## src/hdl/dpwe_pkg.sv

```systemverilog
// ----------------------------------------------------------------------------
// DCC packet waveform encoder package
// Shared types, register indexes and reset values for the encoder.
// ----------------------------------------------------------------------------
package dpwe_pkg;

  // Default width of the half period tick counter.
  localparam int unsigned HALF_COUNT_WIDTH = 8;

  // Depth of the queues between the front end, the engine and the outputs.
  localparam int unsigned QUEUE_DEPTH = 2;

  // Frame body length after the preamble: three zero separators and three bytes.
  localparam logic [5:0] FRAME_BODY_LAST = 6'd27;

  // Configuration register reset values.
  localparam logic [7:0] ONE_HALF_RESET  = 8'd58;
  localparam logic [7:0] ZERO_HALF_RESET = 8'd100;
  localparam logic [4:0] PREAMBLE_RESET  = 5'd12;

  // Configuration register indexes.
  typedef enum logic [1:0] {
    REG_ONE_HALF  = 2'd0,
    REG_ZERO_HALF = 2'd1,
    REG_PREAMBLE  = 2'd2
  } cfg_reg_e;

  // Live configuration handed to the engine.
  typedef struct packed {
    logic [7:0] one_half_ticks;
    logic [7:0] zero_half_ticks;
    logic [4:0] preamble_length;
  } cfg_t;

  // Classified input item as queued for the engine.
  typedef struct packed {
    logic       is_req;
    logic [7:0] address;
    logic [7:0] data;
    logic [7:0] check;
    logic [7:0] repeats;
  } cmd_t;

  // One result beat.
  typedef struct packed {
    logic rail;
    logic busy;
    logic accepted;
    logic done;
  } res_t;

endpackage

```

## src/hdl/dpwe_fifo.sv

```systemverilog
// ----------------------------------------------------------------------------
// Small register queue
// First-in first-out buffer in flip-flops; push and pop may share a cycle.
// ----------------------------------------------------------------------------
module dpwe_fifo #(
  parameter int unsigned Width = 8,
  parameter int unsigned Depth = 2
) (
  input  logic             clk_i,
  input  logic             rst_ni,
  input  logic             push_i,
  input  logic [Width-1:0] wdata_i,
  output logic             full_o,
  input  logic             pop_i,
  output logic [Width-1:0] rdata_o,
  output logic             empty_o
);

  localparam int unsigned PtrW = (Depth > 1) ? $clog2(Depth) : 1;
  localparam int unsigned CntW = $clog2(Depth + 1);
  localparam logic [PtrW-1:0] PtrLast = PtrW'(Depth - 1);
  localparam logic [CntW-1:0] CntFull = CntW'(Depth);

  logic [Width-1:0] mem_q [Depth];
  logic [PtrW-1:0]  wr_ptr_q, wr_ptr_d;
  logic [PtrW-1:0]  rd_ptr_q, rd_ptr_d;
  logic [CntW-1:0]  count_q, count_d;
  logic             do_push, do_pop;

  assign full_o  = (count_q == CntFull);
  assign empty_o = (count_q == '0);
  assign rdata_o = mem_q[rd_ptr_q];

  assign do_push = push_i && !full_o;
  assign do_pop  = pop_i && !empty_o;

  // Pointer and occupancy update.
  always_comb begin
    wr_ptr_d = wr_ptr_q;
    rd_ptr_d = rd_ptr_q;
    count_d  = count_q;
    if (do_push) begin
      wr_ptr_d = (wr_ptr_q == PtrLast) ? '0 : wr_ptr_q + PtrW'(1);
    end
    if (do_pop) begin
      rd_ptr_d = (rd_ptr_q == PtrLast) ? '0 : rd_ptr_q + PtrW'(1);
    end
    if (do_push && !do_pop) begin
      count_d = count_q + CntW'(1);
    end else if (do_pop && !do_push) begin
      count_d = count_q - CntW'(1);
    end
  end

  always_ff @(posedge clk_i or negedge rst_ni) begin
    if (!rst_ni) begin
      wr_ptr_q <= '0;
      rd_ptr_q <= '0;
      count_q  <= '0;
    end else begin
      wr_ptr_q <= wr_ptr_d;
      rd_ptr_q <= rd_ptr_d;
      count_q  <= count_d;
    end
  end

  // Storage needs no reset.
  always_ff @(posedge clk_i) begin
    if (do_push) begin
      mem_q[wr_ptr_q] <= wdata_i;
    end
  end

endmodule

```

## src/hdl/dpwe_front.sv

```systemverilog
// ----------------------------------------------------------------------------
// DCC encoder front end
// Takes input beats, classifies them as tick or packet request, prepares the
// check byte and repeat count, and queues them for the engine.
// ----------------------------------------------------------------------------
module dpwe_front (
  input  logic            clk_i,
  input  logic            rst_ni,
  input  logic            push_i,
  output logic            full_o,
  input  logic            req_type_i,
  input  logic [7:0]      address_i,
  input  logic [7:0]      command_data_i,
  input  logic [7:0]      repeat_count_i,
  input  logic            cmd_pop_i,
  output dpwe_pkg::cmd_t  cmd_o,
  output logic            cmd_empty_o
);

  dpwe_pkg::cmd_t cmd_in;
  logic [$bits(dpwe_pkg::cmd_t)-1:0] cmd_rdata;

  // Classification: a zero repeat count is sent once.
  always_comb begin
    cmd_in.is_req  = req_type_i;
    cmd_in.address = address_i;
    cmd_in.data    = command_data_i;
    cmd_in.check   = address_i ^ command_data_i;
    cmd_in.repeats = (repeat_count_i == 8'd0) ? 8'd1 : repeat_count_i;
  end

  dpwe_fifo #(
    .Width ($bits(dpwe_pkg::cmd_t)),
    .Depth (dpwe_pkg::QUEUE_DEPTH)
  ) u_cmd_queue (
    .clk_i   (clk_i),
    .rst_ni  (rst_ni),
    .push_i  (push_i),
    .wdata_i (cmd_in),
    .full_o  (full_o),
    .pop_i   (cmd_pop_i),
    .rdata_o (cmd_rdata),
    .empty_o (cmd_empty_o)
  );

  assign cmd_o = dpwe_pkg::cmd_t'(cmd_rdata);

endmodule

```

## src/hdl/dpwe_engine.sv

```systemverilog
// ----------------------------------------------------------------------------
// DCC encoder waveform engine
// Holds the packet and bit timing state and advances it by one queued beat
// per cycle while the result queue has room, with one result beat for each.
// ----------------------------------------------------------------------------
module dpwe_engine #(
  parameter int unsigned HalfCountWidth = dpwe_pkg::HALF_COUNT_WIDTH
) (
  input  logic            clk_i,
  input  logic            rst_ni,
  input  dpwe_pkg::cfg_t  cfg_i,
  input  dpwe_pkg::cmd_t  cmd_i,
  input  logic            cmd_empty_i,
  output logic            cmd_pop_o,
  input  logic            res_full_i,
  output logic            res_push_o,
  output dpwe_pkg::res_t  res_o
);

  // Length arithmetic is wide enough for an 8-bit register and the limit.
  localparam int unsigned LenW = ((HalfCountWidth > 8) ? HalfCountWidth : 8) + 1;
  localparam logic [LenW-1:0] HalfLimit = LenW'(1) << HalfCountWidth;

  logic [7:0]                address_q, address_d;
  logic [7:0]                data_q, data_d;
  logic [7:0]                check_q, check_d;
  logic [7:0]                repeats_q, repeats_d;
  logic [5:0]                bit_idx_q, bit_idx_d;
  logic                      second_half_q, second_half_d;
  logic [HalfCountWidth-1:0] half_cnt_q, half_cnt_d;
  logic                      active_q, active_d;
  logic                      rail_q, rail_d;

  logic                      step;
  logic [5:0]                pre_len;
  logic [5:0]                body_idx;
  logic [7:0]                cur_byte;
  logic [3:0]                byte_pos;
  logic                      fixed_one;
  logic                      cur_bit;
  logic [7:0]                len_raw;
  logic [LenW-1:0]           len_ext;
  logic [HalfCountWidth-1:0] len_cmp;
  logic [HalfCountWidth-1:0] half_cnt_inc;
  logic [7:0]                repeats_dec;
  logic                      accepted, done;

  assign step       = !cmd_empty_i && !res_full_i;
  assign cmd_pop_o  = step;
  assign res_push_o = step;

  // Work out the level of the current frame bit.
  always_comb begin
    pre_len   = {1'b0, cfg_i.preamble_length};
    body_idx  = bit_idx_q - pre_len;
    cur_byte  = address_q;
    byte_pos  = body_idx[3:0];
    fixed_one = 1'b0;
    if (bit_idx_q < pre_len) begin
      fixed_one = 1'b1;
    end else if (body_idx < 6'd9) begin
      cur_byte = address_q;
      byte_pos = body_idx[3:0];
    end else if (body_idx < 6'd18) begin
      cur_byte = data_q;
      byte_pos = 4'(body_idx - 6'd9);
    end else if (body_idx < 6'd27) begin
      cur_byte = check_q;
      byte_pos = 4'(body_idx - 6'd18);
    end else begin
      fixed_one = 1'b1;
    end
    if (fixed_one) begin
      cur_bit = 1'b1;
    end else if (byte_pos == 4'd0) begin
      cur_bit = 1'b0;
    end else begin
      cur_bit = cur_byte[3'(4'd8 - byte_pos)];
    end
  end

  // Half period length, with zero read as one and a cap at the counter range.
  always_comb begin
    len_raw = cur_bit ? cfg_i.one_half_ticks : cfg_i.zero_half_ticks;
    if (len_raw == 8'd0) begin
      len_raw = 8'd1;
    end
    len_ext = LenW'(len_raw);
    if (len_ext > HalfLimit) begin
      len_ext = HalfLimit;
    end
    len_cmp      = len_ext[HalfCountWidth-1:0];
    half_cnt_inc = half_cnt_q + HalfCountWidth'(1);
    repeats_dec  = repeats_q - 8'd1;
  end

  // Next state for one beat.
  always_comb begin
    address_d     = address_q;
    data_d        = data_q;
    check_d       = check_q;
    repeats_d     = repeats_q;
    bit_idx_d     = bit_idx_q;
    second_half_d = second_half_q;
    half_cnt_d    = half_cnt_q;
    active_d      = active_q;
    rail_d        = rail_q;
    accepted      = 1'b0;
    done          = 1'b0;
    if (cmd_i.is_req) begin
      // A request is only taken while idle.
      if (!active_q) begin
        address_d     = cmd_i.address;
        data_d        = cmd_i.data;
        check_d       = cmd_i.check;
        repeats_d     = cmd_i.repeats;
        bit_idx_d     = '0;
        second_half_d = 1'b0;
        half_cnt_d    = '0;
        active_d      = 1'b1;
        accepted      = 1'b1;
      end
    end else if (active_q) begin
      rail_d     = second_half_q;
      half_cnt_d = half_cnt_inc;
      if (half_cnt_inc == len_cmp) begin
        half_cnt_d = '0;
        if (!second_half_q) begin
          second_half_d = 1'b1;
        end else begin
          second_half_d = 1'b0;
          if (bit_idx_q >= pre_len + dpwe_pkg::FRAME_BODY_LAST) begin
            bit_idx_d = '0;
            repeats_d = repeats_dec;
            if (repeats_dec == 8'd0) begin
              active_d = 1'b0;
              done     = 1'b1;
            end
          end else begin
            bit_idx_d = bit_idx_q + 6'd1;
          end
        end
      end
    end
  end

  always_comb begin
    res_o.rail     = rail_d;
    res_o.busy     = active_d;
    res_o.accepted = accepted;
    res_o.done     = done;
  end

  always_ff @(posedge clk_i or negedge rst_ni) begin
    if (!rst_ni) begin
      address_q     <= '0;
      data_q        <= '0;
      check_q       <= '0;
      repeats_q     <= '0;
      bit_idx_q     <= '0;
      second_half_q <= 1'b0;
      half_cnt_q    <= '0;
      active_q      <= 1'b0;
      rail_q        <= 1'b1;
    end else if (step) begin
      address_q     <= address_d;
      data_q        <= data_d;
      check_q       <= check_d;
      repeats_q     <= repeats_d;
      bit_idx_q     <= bit_idx_d;
      second_half_q <= second_half_d;
      half_cnt_q    <= half_cnt_d;
      active_q      <= active_d;
      rail_q        <= rail_d;
    end
  end

endmodule

```

## src/hdl/dcc_packet_waveform_encoder.sv

```systemverilog
// A beat is held in the input queue, then the engine steps it into the result queue.
// Throughput: one beat per cycle while neither queue stalls the engine.
// Both sides are queues of two entries, so either side may stall on its own.
// Reset (asynchronous, active low): queues empty, engine idle with rail_a high,
// registers at 58 and 100 ticks per half and a preamble of 12 one bits.
// ----------------------------------------------------------------------------
// DCC packet waveform encoder
// Generates the baseline command packet waveform on two antiphase rails,
// one result beat for every tick or request beat.
// ----------------------------------------------------------------------------
module dcc_packet_waveform_encoder #(
  parameter int unsigned HalfCountWidth = dpwe_pkg::HALF_COUNT_WIDTH
) (
  input  logic       clk_i,
  input  logic       rst_ni,
  // Configuration write port.
  input  logic       cfg_we_i,
  input  logic [1:0] cfg_addr_i,
  input  logic [7:0] cfg_wdata_i,
  // Input queue side.
  input  logic       push,
  output logic       full,
  input  logic       req_type_i,
  input  logic [7:0] address_i,
  input  logic [7:0] command_data_i,
  input  logic [7:0] repeat_count_i,
  // Result queue side.
  output logic       empty,
  input  logic       pop,
  output logic       rail_a_o,
  output logic       rail_b_o,
  output logic       busy_res_o,
  output logic       accepted_o,
  output logic       sequence_done_o
);

  dpwe_pkg::cfg_t cfg_q;
  dpwe_pkg::cmd_t cmd;
  dpwe_pkg::res_t res_in;
  dpwe_pkg::res_t res_out;
  logic           cmd_empty;
  logic           cmd_pop;
  logic           res_full;
  logic           res_push;
  logic [$bits(dpwe_pkg::res_t)-1:0] res_rdata;

  // Configuration registers.
  always_ff @(posedge clk_i or negedge rst_ni) begin
    if (!rst_ni) begin
      cfg_q.one_half_ticks  <= dpwe_pkg::ONE_HALF_RESET;
      cfg_q.zero_half_ticks <= dpwe_pkg::ZERO_HALF_RESET;
      cfg_q.preamble_length <= dpwe_pkg::PREAMBLE_RESET;
    end else if (cfg_we_i) begin
      case (dpwe_pkg::cfg_reg_e'(cfg_addr_i))
        dpwe_pkg::REG_ONE_HALF:  cfg_q.one_half_ticks  <= cfg_wdata_i;
        dpwe_pkg::REG_ZERO_HALF: cfg_q.zero_half_ticks <= cfg_wdata_i;
        dpwe_pkg::REG_PREAMBLE:  cfg_q.preamble_length <= cfg_wdata_i[4:0];
        default: begin
        end
      endcase
    end
  end

  dpwe_front u_front (
    .clk_i          (clk_i),
    .rst_ni         (rst_ni),
    .push_i         (push),
    .full_o         (full),
    .req_type_i     (req_type_i),
    .address_i      (address_i),
    .command_data_i (command_data_i),
    .repeat_count_i (repeat_count_i),
    .cmd_pop_i      (cmd_pop),
    .cmd_o          (cmd),
    .cmd_empty_o    (cmd_empty)
  );

  dpwe_engine #(
    .HalfCountWidth (HalfCountWidth)
  ) u_engine (
    .clk_i       (clk_i),
    .rst_ni      (rst_ni),
    .cfg_i       (cfg_q),
    .cmd_i       (cmd),
    .cmd_empty_i (cmd_empty),
    .cmd_pop_o   (cmd_pop),
    .res_full_i  (res_full),
    .res_push_o  (res_push),
    .res_o       (res_in)
  );

  // Result queue towards the consumer.
  dpwe_fifo #(
    .Width ($bits(dpwe_pkg::res_t)),
    .Depth (dpwe_pkg::QUEUE_DEPTH)
  ) u_res_queue (
    .clk_i   (clk_i),
    .rst_ni  (rst_ni),
    .push_i  (res_push),
    .wdata_i (res_in),
    .full_o  (res_full),
    .pop_i   (pop),
    .rdata_o (res_rdata),
    .empty_o (empty)
  );

  assign res_out         = dpwe_pkg::res_t'(res_rdata);
  assign rail_a_o        = res_out.rail;
  assign rail_b_o        = ~res_out.rail;
  assign busy_res_o      = res_out.busy;
  assign accepted_o      = res_out.accepted;
  assign sequence_done_o = res_out.done;

endmodule

```

## config.mk

```make
export PLATFORM = sky130hd
export DESIGN_NAME = dcc_packet_waveform_encoder
export DESIGN_NICKNAME = d
export VERILOG_FILES = /design/src/hdl/dpwe_pkg.sv /design/src/hdl/dpwe_fifo.sv /design/src/hdl/dpwe_front.sv /design/src/hdl/dpwe_engine.sv /design/src/hdl/dcc_packet_waveform_encoder.sv
export SDC_FILE = /design/constraint.sdc
export NUM_CORES = 1
export LEC_CHECK = 0
export BUFFER_PORTS_ARGS = -buffer_cell sky130_fd_sc_hd__buf_2
export CAP_MARGIN = 30
export CORE_MARGIN = 3
export CORE_UTILIZATION = 65
export CTS_BUF_LIST = sky130_fd_sc_hd__clkbuf_8
export CTS_CLUSTER_SIZE = 28
export DETAILED_ROUTE_END_ITERATION = 10
export GPL_TIMING_DRIVEN = 0
export PLACE_DENSITY = 0.84
export SYNTH_ARGS = -nofsm -noshare
export SYNTH_HDL_FRONTEND = slang
export SYNTH_HIERARCHICAL = 1
export SYNTH_SLANG_ARGS = --single-unit
```

## constraint.sdc

```tcl
create_clock -name clk_i -period 10.4 [get_ports clk_i]
set_input_delay 2.08 -clock clk_i [delete_from_list [all_inputs] [get_ports clk_i]]
set_output_delay 2.08 -clock clk_i [all_outputs]
set_load 0.05 [all_outputs]
```

Word level (Yosys, flattened, before mapping)

Memory sizes are Yosys's and may differ from the RTL's.
Index checks and enable logic that the tools add are counted.

Muxes and demuxes: 69
Equality and inequality tests: 6
$lt $le $gt $ge: 7
Add/sub/neg operators: 16
Reduce and logical (&&, ||, !) cells: 38
Bitwise logic cells: 3

Operators with widths:

| cell                  | count |
|---|---|
| $mux W8               | 18 |
| $mux W1               | 36 |
| $mux W6               | 6 |
| $logic_not A8 Y1      | 3 |
| $mux W4               | 4 |
| $lt A6 B5 Y1 const B  | 2 |
| $reduce_bool A2 Y1    | 6 |
| $gt A8 B9 Y1 const B  | 1 |
| $logic_and A1 B1 Y1   | 9 |
| $add A8 B1 Y8 const B | 1 |
| $eq A8 B8 Y1          | 1 |
| $logic_not A1 Y1      | 8 |
| $mux W2               | 4 |
| $sub A8 B1 Y8 const B | 1 |
| $xor A8 B8 Y8         | 1 |
| $add A5 B5 Y6 const B | 1 |
| $add A6 B1 Y6 const B | 1 |
| $eq A2 B2 Y1 const B  | 3 |
| $ge A6 B6 Y1          | 1 |
| $logic_not A2 Y1      | 3 |
| $lt A6 B4 Y1 const B  | 1 |
| $lt A6 B5 Y1          | 1 |
| $reduce_and A2 Y1     | 3 |
| $reduce_and A3 Y1     | 2 |
| other kinds (16)      | 22 |

Memories kept: 2
Register bits: 78
Bits in writable memories: 74
Word-level logic and storage cells: 159

Memories:

| name                      | words | width | read ports | clocked after memory_dff | write ports | RTL line        | text |
|---|---|---|---|---|---|---|---|
| u_front.u_cmd_queue.mem_q | 2     | 33    | 1          | 0                        | 1           | dpwe_fifo.sv:24 | `logic [Width-1:0] mem_q [Depth];` |
| u_res_queue.mem_q         | 2     | 4     | 1          | 0                        | 1           | dpwe_fifo.sv:24 |  |

Depth between registers and ports, before layout

Gate-level depths: netlist of run 1.

Word-level depth: 20
Mapped depth: 24
Mapped depth without buffers: 22

Hierarchy

Netlist of run 1, hierarchy kept.

Modules (own cells, without submodules):

| module                           | times used | area an instance (sq um) | cells an instance |
|---|---|---|---|
| dpwe_engine                      | 1          | 3797.4                   | 408 |
| dpwe_fifo at u_front.u_cmd_queue | 1          | 2730.1                   | 122 |
| dcc_packet_waveform_encoder      | 1          | 814.5                    | 46 |
| dpwe_fifo at u_res_queue         | 1          | 481.7                    | 31 |
| dpwe_front                       | 1          | 121.4                    | 18 |

Least setup slack after synthesis of run 1

Ideal clock, no wire load.

Path type: register -> register
Start: register u_engine.bit_idx_q[0]
End: memory u_res_queue/mem_q[0][2] in the netlist's numbering (data pin)
Clock period less this slack: 5.603 ns
Library setup time: 0.252 ns
Setup slack: 4.797 ns
Required time: 10.148 ns
Cell stages (with the launch flop): 22
Data arrival time: 5.351 ns
Cells stage by stage: dfrtp_1 > inv_1 > ha_1 > fa_1 > and2b_1 > o21ai_0 > nor4b_1 > nor3_4 > nor3_2 > a31o_2 > ha_1 > o221ai_1 > o22ai_1 > o311a_1 > a2111oi_4 > mux2i_1 > xor2_1 > nor4_2 > buf_2 > nand2_1 > a21o_1 > buf_4

Cells in the longest elaborated chain, start to end: 20
Elaborated cells on any way between the ends: 37

RTL lines:

| what                                          | RTL line                             | text |
|---|---|---|
| start: declaration                            | dpwe_engine.sv:28                    | `logic [5:0] bit_idx_q, bit_idx_d;` |
| start signal: assignment                      | dpwe_engine.sv:170                   | `bit_idx_q <= bit_idx_d;` |
| $sub A6 B5 Y6                                 | dpwe_engine.sv:55                    | `body_idx = bit_idx_q - pre_len;` |
| $lt A6 B5 Y1 or $sub A4 B2 Y4 (tied branches) | dpwe_engine.sv:67, dpwe_engine.sv:69 |  |
| $mux W4                                       | dpwe_engine.sv:67                    | `end else if (body_idx < 6'd27) begin` |
| $mux W4                                       | dpwe_engine.sv:64                    | `end else if (body_idx < 6'd18) begin` |
| $mux W4                                       | dpwe_engine.sv:61                    | `end else if (body_idx < 6'd9) begin` |
| $mux W4                                       | dpwe_engine.sv:59                    | `if (bit_idx_q < pre_len) begin` |
| $sub A1 B3 Y3                                 | dpwe_engine.sv:78                    | `cur_bit = cur_byte[3'(4'd8 - byte_pos)];` |
| $bmux W1 S3                                   | dpwe_engine.sv:78                    |  |
| (+5 left out)                                 | n/a                                  |  |
| $mux W8                                       | dpwe_engine.sv:85                    | `if (len_raw == 8'd0) begin` |
| $gt A8 B9 Y1                                  | dpwe_engine.sv:89                    | `if (len_ext > HalfLimit) begin` |
| $mux W8                                       | dpwe_engine.sv:89                    |  |
| $eq A8 B8 Y1                                  | dpwe_engine.sv:126                   | `if (half_cnt_inc == len_cmp) begin` |
| $mux W1 (*)                                   | dpwe_engine.sv:126                   |  |
| $mux W1 (*)                                   | dpwe_engine.sv:123                   | `end else if (active_q) begin` |
| $mux W1 (*)                                   | dpwe_engine.sv:110                   | `if (cmd_i.is_req) begin` |
| via u_engine.active_d                         | dpwe_engine.sv:31                    | `logic active_q, active_d;` |
| end: declaration                              | dpwe_fifo.sv:24                      |  |

Mark *: on every way through the listed nets, which the timed path passes. The rest lies on a longest branch. The select of a mux whose other input is x is not followed.

Worst setup path after layout of run 1

Start: register u_engine.bit_idx_q[0]
End: memory u_res_queue/mem_q[1][2] in the netlist's numbering (data pin)

Same word-level chain as after synthesis.

==> metrics.md, run 1 <==
| Metric | Value |
|---|---|
| Status | `completed` |
| Peak VDD IR | `0.328 mV` |
| Largest net degree at the start of global routing | `50` |
| Synth Warn # | `6` |
| Global-route wire length before repair | `26100 µm` |
| Clk sinks | `152` |
| Cell area power density | `257 nW/µm²` |
| Netlist cell types | `71` |
| Dpl cell area | `8390 µm²` |
| Critical Path Sink | `u_res_queue/mem_q[1][2]` |
| Synth top area share | `28.0%` |
| Total CTS buffers | `17` |
| RSZ-0062 raised after global routing | `no` |
| CTS root buffer | `clkbuf_8` |
| CTS tree | `done` |
| Layout Area Growth over Synthesis | `10.7%` |
| Die area | `13600 µm²` |
| MaxCap Viol Count | `0` |
| Cell taking the most area after synthesis | `edfxtp_1` |
| Fill cells | `772` |
| Avg Cell Area, Syn | `12.7 µm²` |
| CTS-repair resized insts | `0` |
| Number of enable flip-flop cells after synthesis | `74` |
| Share of layout cells above drive strength 1 | `28.0%` |
| Worst slew pin tran | `0.997 ns` |
| Clk Latency, worst-skew pair | `0.45 ns` |
| R2R depth | `22` |
| Sw power | `817 µW` |
| Hold_ws | `0.508 ns` |
| Inst Count DP | `815` |
| Critical path origin | `u_engine/bit_idx_q[0]` |
| Hold Crit Class | `reg -> reg` |
| Chip width | `117 µm` |
| Grt ovf | `0` |
| Static leakage | `3.65 nW` |
| Final Max Tran Viols | `0` |
| Critical path depth | `22` |
| HPWL Detailed | `11200 µm` |
| Crit path DAT | `7.15 ns` |
| Final worst-path cycle share | `66.8%` |
| Syn Inst Count | `625` |
| R2R Path End | `u_res_queue/mem_q[1][2]` |
| Tmin final | `6.94 ns` |
| Clk buf depth | `2` |
| CP startpoint kind | `register` |
| Fmax | `144 MHz` |
| Pint | `1.44 mW` |
| Hold-fix buffers at CTS | `0` |
| Mapped cell area | `7950 µm²` |
| Setup TNS | `0 ns` |
| I/O pins | `47` |
| Worst Path Buf+Inv | `4` |
| Kind of cell adding the most delay to the critical path | `simple AND/OR/NAND/NOR gates` |
| Final setup violation count | `0` |
| Post-layout nets | `757` |
| Yosys reg bits | `152` |
| Worst Path Required | `10.61 ns` |
| Wirelength per Cell | `18.9 µm` |
| Setup CP Type | `reg -> reg` |
| Synth Net Count | `691` |
| Comb pwr share | `39.8%` |
| Seq pwr share | `39.7%` |
| Initial DRT Pass Iterations | `5` |
| Vias per Instance | `6.19` |
| Site Rows | `39` |
| CP max FO | `10` |
| FF-to-FF Start | `u_engine/bit_idx_q[0]` |
| Clock power share | `20.5%` |
| Clock skew | `0.00969 ns` |
| Initial antenna violation count | `0` |
| Port Buffer Count | `46` |
| Via count | `5239` |
| CP Cell Sequence | `inv_1 > ha_1 > fa_1 > and2b_1 > o21ai_0 > nor4b_1 > nor3_4 > nor3_2 > a31o_2 > ha_1 > inv_1 > o221ai_1 > o22ai_1 > o311a_1 > a2111oi_4 > mux2i_1 > xor2_1 > nor4_2 > buf_2 > nand2_1 > a21o_1 > buf_4` |
| Async S/R FF share, synth | `51.3%` |
| Reg2reg setup slack | `3.46 ns` |
| Top cells by area, synth | `edfxtp_1 28%, dfrtp_1 21%, mux2_2 7.5%` |
| Design area | `8800 µm²` |
| Post-CTS Setup Inserts | `0` |
| Seq/Total Area, Yosys | `52.7%` |
| Top_reg_cell synth | `edfxtp_1` |
| Hold Fails Final Rpt | `0` |
| Non-filler instance count after layout | `847` |
| Initial Util | `68.1%` |
| DRC | `0` |
| Antenna fix cells | `0` |
| Vias in the first global route | `5326` |
| Worst path max stage delay | `0.76 ns` |
| Total Routed Length | `16000 µm` |
| Slowest-stage cell, CP | `a2111oi_4` |
| Max transition margin | `33.4%` |
| Core area | `11700 µm²` |
| RD Place Congestion | `0.863` |
| Clock transition at path regs | `0.08 ns` |
| Die height | `117 µm` |
| H-tree levels | `4` |
| DR iter-0 viols | `349` |
| Global-route usage over all layers | `25.1%` |
| CP endpoint kind | `register` |
| Routed Antenna Nets | `0` |
| Switch share | `36.2%` |
==> power by group through the flow <==
stage,Clock [mW],Sequential [mW],Combinational [mW]
after floorplan,0,0.879,0.699
after global placement,0,0.898,0.839
after detailed placement,0,0.909,0.882
after CTS,0.470,0.897,0.894
after global routing,0.500,0.914,0.976
final,0.462,0.897,0.899
==> flip-flops by register name (all words and copies together) (netlist names), 2 cells and up <==
signal / count
u_engine/check_q: 8
u_res_queue/count_q: 2
u_engine/half_cnt_q: 8
u_engine/address_q: 8
u_engine/repeats_q: 8
u_engine/bit_idx_q: 6
u_engine/data_q: 8
cfg_q: 21
u_res_queue/mem_q: 8
u_front/u_cmd_queue/count_q: 2
u_front/u_cmd_queue/mem_q: 66
==> layer usage <==
| layer | up-vias | wire length [µm] | GRT usage, % |
|---|---|---|---|
| li1 | 2423 | - | - |
| met2 | 199 | 7720 | 39.9 |
| met5 | - | 0 | 0 |
| met4 | 0 | 335 | 8.87 |
| met3 | 35 | 953 | 5.91 |
| met1 | 2582 | 6960 | 34.1 |
==> stage by stage <==
stage / setup WS, ns / total power, mW / utilization, %
2_1_floorplan: 4.80 / 1.58 / -
3_3_place_gp: 3.81 / 1.74 / 71.6
3_5_place_dp: 3.65 / 1.79 / 72.0
4_1_cts: 3.57 / 2.26 / 75.4
5_1_grt: 3.07 / 2.39 / 75.4
6_report: 3.46 / 2.26 / 75.4
==> worst min-delay path by stage <==
stage                     depth (start not counted)                      endpoint                          from
after CTS                                         2        u_engine/half_cnt_q[7]        u_engine/half_cnt_q[7]
after detailed placement                          2        u_engine/half_cnt_q[7]        u_engine/half_cnt_q[7]
after floorplan                                   1  u_front/u_cmd_queue/wr_ptr_q  u_front/u_cmd_queue/wr_ptr_q
after global placement                            1          u_res_queue/wr_ptr_q          u_res_queue/wr_ptr_q
after global routing                              2        u_engine/half_cnt_q[7]        u_engine/half_cnt_q[7]
final                                             2        u_engine/half_cnt_q[7]        u_engine/half_cnt_q[7]
==> logic make-up (layout without fill, tap and decap cells) <==
family / count (synthesis) / in the layout / share of synthesized area, %
mux: 97 / 97 / 15.1
simple gates: 153 / 153 / 10.6
compound gates: 97 / 97 / 8.74
xor+xnor: 44 / 44 / 4.94
flops: 152 / 152 / 52.7
buf+inv: 56 / 135 / 3.75
fa+ha+maj: 26 / 26 / 4.19
==> worst min-delay path, cell delays in order (launching register included) <==
cell     delay, ns
dfrtp_1       0.37
nand2_1       0.06
o41ai_1       0.05
==> final cells by class <==
cell class | count | area (µm²) | area share (%)
Multi-Input combinational cell | 417 | 3470 | 39.4
Sequential cell | 152 | 4190 | 47.6
Clock buffer | 18 | 248 | 2.82
Clock inverter | 14 | 158 | 1.79
Timing Repair Buffer | 47 | 260 | 2.96
Tap cell | 143 | 179 | 2.03
Buffer | 28 | 193 | 2.19
Inverter | 28 | 105 | 1.19
==> synthesized netlist by cell type, types with 4 or more instances <==
cell	instances
xor2_1	26
nand3_1	13
o41ai_1	4
edfxtp_1	74
nor2_1	29
o21a_1	6
ha_1	25
clkbuf_1	15
o22ai_1	6
a21o_1	4
or3_1	5
o21ai_1	7
nand2b_1	13
nor3_1	14
a21oi_1	15
buf_4	6
inv_1	28
nor4_1	7
xnor2_1	17
mux2_2	53
o221ai_1	4
mux2_4	29
dfrtp_1	68
a31oi_1	9
o21ai_0	13
nand2_1	32
dfstp_2	10
o32ai_1	4
and3_1	9
nor2b_1	8
mux2i_1	12
==> layout by cell type, fill, tap and decap left out, types with 7 or more instances in the layout <==
master    netlist  layout
dfstp_2        10      10
nand2_1        32      32
a31oi_1         9       9
ha_1           25      25
nor2b_1         8       8
clkbuf_8        0      18
nand2b_1       13      13
clkbuf_1       15      15
nor3_1         14      14
edfxtp_1       74      74
buf_4           6       7
nor4_1          7       7
buf_2           1      46
nor2_1         29      28
dfrtp_1        68      68
mux2_2         53      53
inv_1          28      32
a21oi_1        15      15
nand3_1        13      13
o21ai_1         7       7
and3_1          9       8
xor2_1         26      26
xnor2_1        17      17
mux2i_1        12      12
o21ai_0        13      13
mux2_4         29      29
Power figures use the tool's default switching activity.
==> run 2, diff against run 1 <==
Settings changed: CORE_UTILIZATION 65 to 57, PLACE_DENSITY 0.84 to 0.78.
Clock period 10.4 ns to 5.75 ns, I/O delays scaled along.
==> metrics.md, run 2 (synthesized netlist as in run 1, its figures left out) <==
| Metric | Value |
|---|---|
| Seq. cell area | `4190 µm² (unchanged)` |
| Seq pwr share | `39.7% (about the same)` |
| HPWL Detailed | `10900 µm (was 11200 µm)` |
| Largest Register | `u_front/u_cmd_queue/mem_q (unchanged)` |
| Wirelength per Cell | `17.4 µm (was 18.9 µm)` |
| Initial DRT Pass Iterations | `6 (was 5)` |
| Initial Util | `59.1% (was 68.1%)` |
| RSZ-0062 raised after global routing | `yes (was no)` |
| Cell area power density | `450 nW/µm² (was 257 nW/µm²)` |
| Max transition margin | `42.6% (was 33.4%)` |
| Port Buffer Count | `46 (unchanged)` |
| Hold path start | `u_res_queue/wr_ptr_q (was u_engine/half_cnt_q[7])` |
| Grt ovf | `0 (unchanged)` |
| RD Place Congestion | `0.905 (was 0.863)` |
| Antenna fix cells | `0 (unchanged)` |
| Comb pwr share | `40.5% (was 39.8%)` |
| Post-layout nets | `767 (was 757)` |
| CTS root buffer | `clkbuf_8 (unchanged)` |
| Fmax | `179 MHz (was 144 MHz)` |
| Largest net degree at the start of global routing | `42 (was 50)` |
| Static leakage | `3.72 nW (was 3.65 nW)` |
| CP max FO | `7 (was 10)` |
| Sw power | `1.55 mW (was 817 µW)` |
| Fill cells | `973 (was 772)` |
| Final Max Tran Viols | `0 (unchanged)` |
| Vias in the first global route | `4913 (was 5326)` |
| Total CTS buffers | `17 (unchanged)` |
| Die height | `124 µm (was 117 µm)` |
| Tmin final | `5.59 ns (was 6.94 ns)` |
| Hold-fix buffers at CTS | `0 (unchanged)` |
| H-tree levels | `4 (unchanged)` |
| PnR Total Power | `4.09 mW (was 2.26 mW)` |
| Kind of cell adding the most delay to the critical path | `compound AO/OA/AOI/OAI gates (was simple AND/OR/NAND/NOR gates)` |
| I/O pins | `47 (unchanged)` |
| Commonest non-fill, non-tap cell in the layout | `edfxtp_1 (unchanged)` |
| Worst slew pin tran | `0.858 ns (was 0.997 ns)` |
| Worst Path Required | `5.98 ns (was 10.61 ns)` |
| Hold_ws | `0.497 ns (was 0.508 ns)` |
| CTS tree | `done (unchanged)` |
| Status | `completed (unchanged)` |
| Chip width | `124 µm (was 117 µm)` |
| Clock transition at path regs | `0.10 ns (was 0.08 ns)` |
| MaxCap Viol Count | `0 (unchanged)` |
| Core area | `13500 µm² (was 11700 µm²)` |
| Global-route usage over all layers | `20.8% (was 25.1%)` |
| Peak VDD IR | `0.260 mV (was 0.328 mV)` |
| Clk Latency, worst-skew pair | `0.46 ns (was 0.45 ns)` |
| Final setup violation count | `0 (unchanged)` |
| Commonest cells after routing, fill and taps aside | `74 x edfxtp_1, 68 x dfrtp_1, 53 x mux2_2 (unchanged)` |
| Pint | `2.54 mW (was 1.44 mW)` |
| Final worst-path cycle share | `97.2% (was 66.8%)` |
| Slowest-stage cell, CP | `o311a_1 (was a2111oi_4)` |
| Multi-input logic area | `3610 µm² (was 3470 µm²)` |
| Layout Area Growth over Synthesis | `14.4% (was 10.7%)` |
| Vias per Instance | `5.83 (was 6.19)` |
| Share of layout cells above drive strength 1 | `32.2% (was 28.0%)` |
| Setup CP Type | `reg -> reg (unchanged)` |
| Clk buf depth | `2 (unchanged)` |
| Top Registers | `u_front/u_cmd_queue/mem_q (66), cfg_q (21) (unchanged)` |
| CP startpoint kind | `register (unchanged)` |
| Clock power share | `19.8% (was 20.5%)` |
| FF-to-FF Start | `u_engine/bit_idx_q[0] (unchanged)` |
| Clock skew | `0.0114 ns (was 0.00969 ns)` |
| Finished Core Util | `67.6% (was 75.4%)` |
| DRC | `0 (unchanged)` |
| Worst Path Buf+Inv | `5 (was 4)` |
| Hold Crit Class | `reg -> reg (unchanged)` |
| Worst path max stage delay | `0.39 ns (was 0.76 ns)` |
| Clk sinks | `152 (unchanged)` |
| Global-route wire length before repair | `24500 µm (was 26100 µm)` |
| Routed Antenna Nets | `0 (unchanged)` |
| Crit path DAT | `5.82 ns (was 7.15 ns)` |
| Switch share | `38.0% (was 36.2%)` |
| Via count | `5190 (was 5239)` |
| Setup TNS | `0 ns (unchanged)` |
| Initial antenna violation count | `0 (unchanged)` |
| Max reg flops | `66 (unchanged)` |
| Site Rows | `42 (was 39)` |
| Die area | `15400 µm² (was 13600 µm²)` |
| Critical path origin | `u_engine/bit_idx_q[0] (unchanged)` |
| Total Routed Length | `15400 µm (was 16000 µm)` |
| CP endpoint kind | `register (unchanged)` |
| Hold Fails Final Rpt | `0 (unchanged)` |
| DR iter-0 viols | `488 (was 349)` |
run 2: changes by cell type in the layout (fill, tap and decap cells not counted), sizes merged:
cell / previous run / this run
buf: 60 / 70
bufinv: 3 / 0
clkbuf: 33 / 32
clkinv: 1 / 5
clkinvlp: 4 / 2
inv: 34 / 36
run 2: final timing paths:
path | to | slack, ns | cells past startpoint
hold / removal | u_res_queue/wr_ptr_q | 0.50 | 1
setup / recovery | u_res_queue/mem_q[0][2] | 0.16 | 25
min in group asynchronous | u_res_queue/rd_ptr_q | 0.64 | 1
hold reg to reg | u_res_queue/wr_ptr_q | 0.50 | 1
max in group asynchronous | u_front/u_cmd_queue/rd_ptr_q | 4.51 | 2
setup reg to reg | u_res_queue/mem_q[0][2] | 0.16 | 25
run 2: metrics by stage:
| stage | cell area [µm²] | worst slack, ns | instances |
|---|---|---|---|
| 2_1_floorplan | 7950 | 0.147 | 625 |
| 3_3_place_gp | 8400 | -0.837 | 847 |
| 3_5_place_dp | 8450 | -0.872 | 849 |
| 4_1_cts | 8960 | 0.0208 | 886 |
| 5_1_grt | 9090 | -0.0266 | 890 |
| 6_report | 9090 | 0.161 | 890 |
run 2: power groups by stage:
stage	Combinational [mW]	Sequential (mW)	Clock, mW
2_1_floorplan	1.26	1.59	0
3_3_place_gp	1.52	1.63	0
3_5_place_dp	1.58	1.64	0
4_1_cts	1.61	1.62	0.834
5_1_grt	1.81	1.66	0.891
6_report	1.66	1.63	0.809
run 2: per-layer routing:
metal	wire (µm)	share of wire, %	GRT usage (%)	vias to the layer above
li1	-	-	-	2456
met1	7060	46	29.1	2552
met2	7430	48	33.1	167
met3	771	5.0	4.13	15
met4	175	1.1	6.23	0
met5	0	0	0	-
run 2: cell type report:
class | count | share of cell area [%]
well taps | 176 | 2.42
clock buffers | 17 | 2.57
repair buffers | 57 | 3.92
inverters | 28 | 1.16
multi-input cells | 417 | 39.7
clock inverters | 15 | 1.97
flip-flops and latches | 152 | 46.1
plain buffers | 28 | 2.19
run 2: repair_timing:
action	4_1_cts	5_1_grt
setup endpoints to repair	28	28
setup buffers	5	4
pin swaps	3	6
resized for setup	9	21
hold endpoints to repair	0	0
